==> config.mk <==
export PLATFORM = sky130hd
export DESIGN_NAME = csps_dot_unit
export DESIGN_NICKNAME = d
export VERILOG_FILES = /design/src/rtl/core/csps_pkg.sv /design/src/rtl/core/csps_dot_unit.sv
export SDC_FILE = /design/constraint.sdc
export NUM_CORES = 2
export LEC_CHECK = 0
export BUFFER_PORTS_ARGS = -buffer_cell sky130_fd_sc_hd__buf_2
export CAP_MARGIN = 10
export CORE_UTILIZATION = 40
export DETAILED_ROUTE_END_ITERATION = 10
export PLACE_DENSITY = 0.54
export REMOVE_ABC_BUFFERS = 1
export SYNTH_ARGS = -nofsm -noshare
export SYNTH_HDL_FRONTEND = slang
export SYNTH_SLANG_ARGS = --single-unit
export TNS_END_PERCENT = 5
==> constraint.sdc <==
create_clock -name clk -period 14 [get_ports clk]
set_input_delay 4.2 -clock clk [delete_from_list [all_inputs] [get_ports clk]]
set_output_delay 4.2 -clock clk [all_outputs]
set_load 0.1 [all_outputs]
==> src/rtl/core/csps_pkg.sv <==
// Shared types and constants for the convex support point search block.
// No dependencies; imported by csps_dot_unit and the top level.
package csps_pkg;

    localparam int FIELD_INDEX_W = 8;
    localparam int FIELD_COORD_W = 16;
    localparam int CFG_W         = 9;
    localparam int S_TDATA_W     = 56;
    localparam int M_TDATA_W     = 8;

    localparam int OFS_INDEX = 0;
    localparam int OFS_X     = 8;
    localparam int OFS_Y     = 24;
    localparam int OFS_Z     = 40;

    localparam logic OP_WRITE = 1'b0;
    localparam logic OP_QUERY = 1'b1;

    // Control that travels with one memory read into the dot product unit.
    typedef struct packed {
        logic start;
        logic vld;
        logic base;
    } dot_ctl_t;

endpackage

==> src/rtl/core/csps_dot_unit.sv <==
// Shared projection unit: difference, three products, sum, and running maximum.
// Depends on csps_pkg for the control struct.
module csps_dot_unit
    import csps_pkg::*;
#(
    parameter int EFF_W = 16,
    parameter int IDX_W = 8,
    parameter int BI_W  = 8
) (
    input  logic                    clk,
    input  logic                    rst_n,
    input  dot_ctl_t                ctl,
    input  logic [IDX_W-1:0]        idx,
    input  logic [3*EFF_W-1:0]      vtx,
    input  logic signed [EFF_W-1:0] axis_x,
    input  logic signed [EFF_W-1:0] axis_y,
    input  logic signed [EFF_W-1:0] axis_z,
    output logic                    busy,
    output logic [BI_W-1:0]         best_idx
);

    localparam int DIF_W = EFF_W + 1;
    localparam int PRD_W = 2 * EFF_W + 1;
    localparam int SUM_W = 2 * EFF_W + 3;

    logic signed [EFF_W-1:0] vx;
    logic signed [EFF_W-1:0] vy;
    logic signed [EFF_W-1:0] vz;

    logic signed [EFF_W-1:0] base_x_reg;
    logic signed [EFF_W-1:0] base_y_reg;
    logic signed [EFF_W-1:0] base_z_reg;

    logic                    s1_vld_reg;
    logic [IDX_W-1:0]        s1_idx_reg;
    logic signed [DIF_W-1:0] dx_reg;
    logic signed [DIF_W-1:0] dy_reg;
    logic signed [DIF_W-1:0] dz_reg;

    logic                    s2_vld_reg;
    logic [IDX_W-1:0]        s2_idx_reg;
    logic signed [PRD_W-1:0] px_reg;
    logic signed [PRD_W-1:0] py_reg;
    logic signed [PRD_W-1:0] pz_reg;

    logic                    s3_vld_reg;
    logic [IDX_W-1:0]        s3_idx_reg;
    logic signed [SUM_W-1:0] sum_reg;

    logic signed [SUM_W-1:0] best_proj_reg;
    logic [BI_W-1:0]         best_idx_reg;

    assign vx = vtx[0*EFF_W +: EFF_W];
    assign vy = vtx[1*EFF_W +: EFF_W];
    assign vz = vtx[2*EFF_W +: EFF_W];

    always_ff @(posedge clk or negedge rst_n)
    begin
        if (!rst_n)
        begin
            s1_vld_reg <= 1'b0;
            s2_vld_reg <= 1'b0;
            s3_vld_reg <= 1'b0;
        end
        else
        begin
            s1_vld_reg <= ctl.vld && !ctl.base;
            s2_vld_reg <= s1_vld_reg;
            s3_vld_reg <= s2_vld_reg;
        end
    end

    always_ff @(posedge clk)
    begin
        if (ctl.vld && ctl.base)
        begin
            base_x_reg <= vx;
            base_y_reg <= vy;
            base_z_reg <= vz;
        end
        s1_idx_reg <= idx;
        dx_reg     <= DIF_W'(vx) - DIF_W'(base_x_reg);
        dy_reg     <= DIF_W'(vy) - DIF_W'(base_y_reg);
        dz_reg     <= DIF_W'(vz) - DIF_W'(base_z_reg);

        s2_idx_reg <= s1_idx_reg;
        px_reg     <= PRD_W'(axis_x) * PRD_W'(dx_reg);
        py_reg     <= PRD_W'(axis_y) * PRD_W'(dy_reg);
        pz_reg     <= PRD_W'(axis_z) * PRD_W'(dz_reg);

        s3_idx_reg <= s2_idx_reg;
        sum_reg    <= SUM_W'(px_reg) + SUM_W'(py_reg) + SUM_W'(pz_reg);

        if (ctl.start)
        begin
            best_proj_reg <= '0;
            best_idx_reg  <= '0;
        end
        else if (s3_vld_reg && (sum_reg > best_proj_reg))
        begin
            best_proj_reg <= sum_reg;
            best_idx_reg  <= BI_W'(s3_idx_reg);
        end
    end

    assign busy     = s1_vld_reg || s2_vld_reg || s3_vld_reg;
    assign best_idx = best_idx_reg;

endmodule

Word-level counts from Yosys, hierarchy flattened
Cells that the tools add are included.
{ "op_classes": {"n_addsub": 5, "n_mul": 3, "order_cmp": 1, "reduce_logical": 6} }
{ "op_table": {"columns": ["cell", "count"], "rows": [
  ["16-bit by 17-bit multiplier with 33-bit output", 3],
  ["16-bit by 16-bit subtractor with 17-bit output", 3],
  ["34-bit by 33-bit adder with 35-bit output", 1],
  ["35-bit > comparator", 1],
  ["33-bit by 33-bit adder with 34-bit output", 1],
  ["1-bit logical AND", 3],
  ["1-bit logical OR", 2],
  ["1-bit zero test", 1]
]} }
{ "word_totals": {"register_bits": 303, "inputBits": 109, "output_inout_bits": 9, "word_cells": 33} }

Longest topological paths before layout
{ "logic_depth": {"word_depth": 2, "ltp_mapped": 24, "mapped_depth_nobuf": 22} }

Least setup slack after synthesis
No wires, ideal clock.
{ "synth_timing": {"kind": "input-to-reg", "start": "input port axis_y[7]", "end": "register py_reg[31]", "setup_time_ns": 0.079, "t_arrival_ns": 9.826, "t_required_ns": 13.921, "slack_ns": 4.095, "cell_stages": 22, "path_buffers": 2, "path_cell_list": "clkbuf_1 > clkbuf_1 > nand2_1 > fa_1 > inv_1 > fa_1 > fa_1 > fa_1 > fa_1 > inv_1 > fa_1 > inv_1 > ha_1 > a21o_1 > a21o_1 > a21oi_1 > o22ai_1 > o21ai_0 > o31ai_2 > o41ai_4 > or4b_1 > o211ai_1"} }
{ "synth_between": {"elab_chain_cells": 1} }
{ "synth_rtl": {"columns": ["item", "line_no", "text"], "rows": [
  ["start: declaration", "csps_dot_unit.sv:16", "input logic signed [EFF_W-1:0] axis_y,"],
  ["16-bit by 17-bit multiplier with 33-bit output", "csps_dot_unit.sv:88", "py_reg <= PRD_W'(axis_y) * PRD_W'(dy_reg);"],
  ["end signal: assignment", "csps_dot_unit.sv:88", null],
  ["end: declaration", "csps_dot_unit.sv:43", "logic signed [PRD_W-1:0] py_reg;"]
]} }
Every way passes these cells.
A chain may end at the register's enable or synchronous reset.

Worst setup path after layout
{ "layout_timing": {"start": "input port axis_x[2]", "end": "register px_reg[23]"} }
{ "layout_between": {"elab_chain_cells": 1} }
{ "layout_rtl": {"columns": ["item", "line_no", "text"], "rows": [
  ["start: declaration", "csps_dot_unit.sv:15", "input logic signed [EFF_W-1:0] axis_x,"],
  ["16-bit by 17-bit multiplier with 33-bit output", "csps_dot_unit.sv:87", "px_reg <= PRD_W'(axis_x) * PRD_W'(dx_reg);"],
  ["end signal: assignment", "csps_dot_unit.sv:87", null],
  ["end: declaration", "csps_dot_unit.sv:42", "logic signed [PRD_W-1:0] px_reg;"]
]} }
Every way passes these cells.

==> impl_metrics.toml <==
[run_status]
status = "completed"

[die]
num_io_pins = 118
start_util_pct = 40.4
die_y_um = 334
core_um2 = 109000
die_w_um = 334
num_rows = 121
dieArea_um2 = 111000

[hold_path]
hold_class = "reg -> reg"

[sta]
maxSlewViolCount = 0
rsz0062_at_grt = "false"
slew_headroom_pct = 24.2
clock_skew_ns = 0.0428
finalHoldViolations = 0
clock.fmax_ghz = 0.100
setup_violations = 0
setup-tns-final_ns = 0
min_period_ns = 9.95
fin_crit_sh_pct = 71.1
tightestPinTransition_ns = 1.14

[setup_path]
worstPathCellList = "buf_2 -> nand2_1 -> fa_1 -> fa_1 -> fa_1 -> inv_1 -> fa_1 -> fa_1 -> inv_1 -> fa_1 -> inv_1 -> ha_1 -> nor2_1 -> nor2b_1 -> o21ai_0 -> nor4b_1 -> o21ai_0 -> nor4_1 -> a31oi_1 -> xnor2_1"
crit_buf_inv = 4
slowest_stage = "nor4b_1"
cp-end-kind = "register"
setup.worst_path.class = "in -> reg"
cp_max_fo = 17
required_ns = 14.48
cpPeakStageDelay_ns = 0.82
critPathTopFamily = "adder cells"
cp-start-kind = "input port"
crit_arrival_ns = 10.43
crit_top_cell = "fa_1"

[yosys]
synth_edf_count = 48
syn_area_um2 = 44000
syn-mean-instance-area_um2 = 9.57
ys_seq_elements = 303
async_flop_share_pct = 0.990
synthTopCellsByArea = "fa_1 39%, dfxtp_1 11%, ha_1 10%, inv_1 8.8%, and2_1 5.7%"
synth_top_area_share_pct = 39.3
ys.flop_type = "dfxtp_1"
ys_types = 86
synthCells = 4600
synth_top_cell_by_area = "fa_1"
yosysWarnings = 0
ys_seq_area_share_pct = 14.9

[clock_tree]
cts-hold-fix-buffers = 0
tritoncts = "built"
clock_latency_ns = 0.60
htree_levels = 2
post_cts_buffers = 0
root_buffer = "clkbuf_16"
clock-sinks = 303
path_clk_slew_ns = 0.06
ctsResizeCount = 0
ctsLongestPathBuffers = 3
numCtsBuffers = 40

[placement]
dp_hpwl_mm = 81.4
dp.cells = 6010
port_buffers = 117
routabilityCongestion = 0.846

[global_route]
grt_overflow = 0
track_usage_pct = 18.5
grt_start_max_net_pins = 87
grt_pass1_wl_mm = 165
grt_antenna_before_repair = 2
grt_pass1_vias = 31400

[drt]
via_per_inst = 4.87
dr.first_iter.drc_count = 1267
antenna_left = 0
wl_mm = 98.2
drt-pass1-iter-count = 5
drc = 0
vias = 29600
wl_per_cell_um = 16.1

[flow_run]
cap_violations = 0

[finish]
fin_cells = 6084
final_common_cell = "inv_1"
area_growth_syn_to_layout_pct = 7.24
final_net_count = 5980
most-common-layout-cells = "1,030 x inv_1, 865 x fa_1, 446 x nand2_1"
layout-drive-gt1-share_pct = 4.60
diodes = 0
==> through the flow <==
| step | hold slack [ns] | util [%] | worst slack, ns | cell area, µm² |
|---|---|---|---|---|
| 2_1_floorplan | 0.310 | - | 4.37 | 43500 |
| 3_3_place_gp | 0.311 | 42.1 | 3.70 | 45900 |
| 3_5_place_dp | 0.312 | 42.1 | 3.58 | 45900 |
| 4_1_cts | 0.326 | 43.3 | 4.21 | 47200 |
| 5_1_grt | 0.335 | 43.3 | 3.81 | 47200 |
| 6_report | 0.325 | 43.3 | 4.05 | 47200 |
==> final cells by class <==
| type | count | area [µm²] |
|---|---|---|
| inverters | 1030 | 3870 |
| multi-input cells | 3139 | 33000 |
| fillers | 10700 | 61800 |
| flip-flops and latches | 303 | 6560 |
| clock buffers | 54 | 1120 |
| well taps | 1414 | 1770 |
| repair buffers | 124 | 638 |
| clock inverters | 20 | 200 |
==> Yosys cell counts, drive strengths merged, types with 26 or more instances <==
master  number
a21oi      107
nand2b     112
o21a        26
ha         368
nor2       151
mux2i       47
edfxtp      48
fa         865
xor2        38
nand2      446
dfxtp      252
xnor2      122
nor3        55
a21o        51
inv       1030
o21ai       82
nand3       39
and2       398
clkbuf     119
==> kinds of logic after synthesis <==
logic type,after synthesis,share of synthesized area [%]
buffers and inverters,1158,10.1
flip-flops,303,14.9
AND/OR/NAND/NOR,1298,14.9
AO/OA/AOI/OAI,400,6.08
multiplexers,48,1.09
adder cells (fa/ha/maj),1233,49.8
XOR/XNOR,160,3.18
==> final timing paths <==
| kind | start | to | slack, ns | depth (start not counted) |
|---|---|---|---|---|
| worst max-delay path | axis_x[2] | px_reg[23]$_DFF_P_ | 4.05 | 20 |
| worst min-delay path | s2_idx_reg[0]$_DFF_P_ | s3_idx_reg[0]$_DFF_P_ | 0.32 | 0 |
| worst max register to register | dx_reg[7]$_DFF_P_ | px_reg[23]$_DFF_P_ | 7.07 | 20 |
| worst min register to register | s2_idx_reg[0]$_DFF_P_ | s3_idx_reg[0]$_DFF_P_ | 0.32 | 0 |
| max in group asynchronous | rst_n | s1_vld_reg$_DFF_PN0_ | 10.51 | 1 |
| min in group asynchronous | rst_n | s2_vld_reg$_DFF_PN0_ | 3.39 | 1 |
==> metal layers <==
layer	track usage, %	share of wire [%]	routed length, µm
met5	0	0	0
met4	3.91	2.0	1960
met3	2.03	3.2	3170
met2	32.0	49	48500
met1	25.1	45	44600
Power is not shown: default switching activity piles up to over one toggle a cycle in this logic, so the estimate is an artifact.
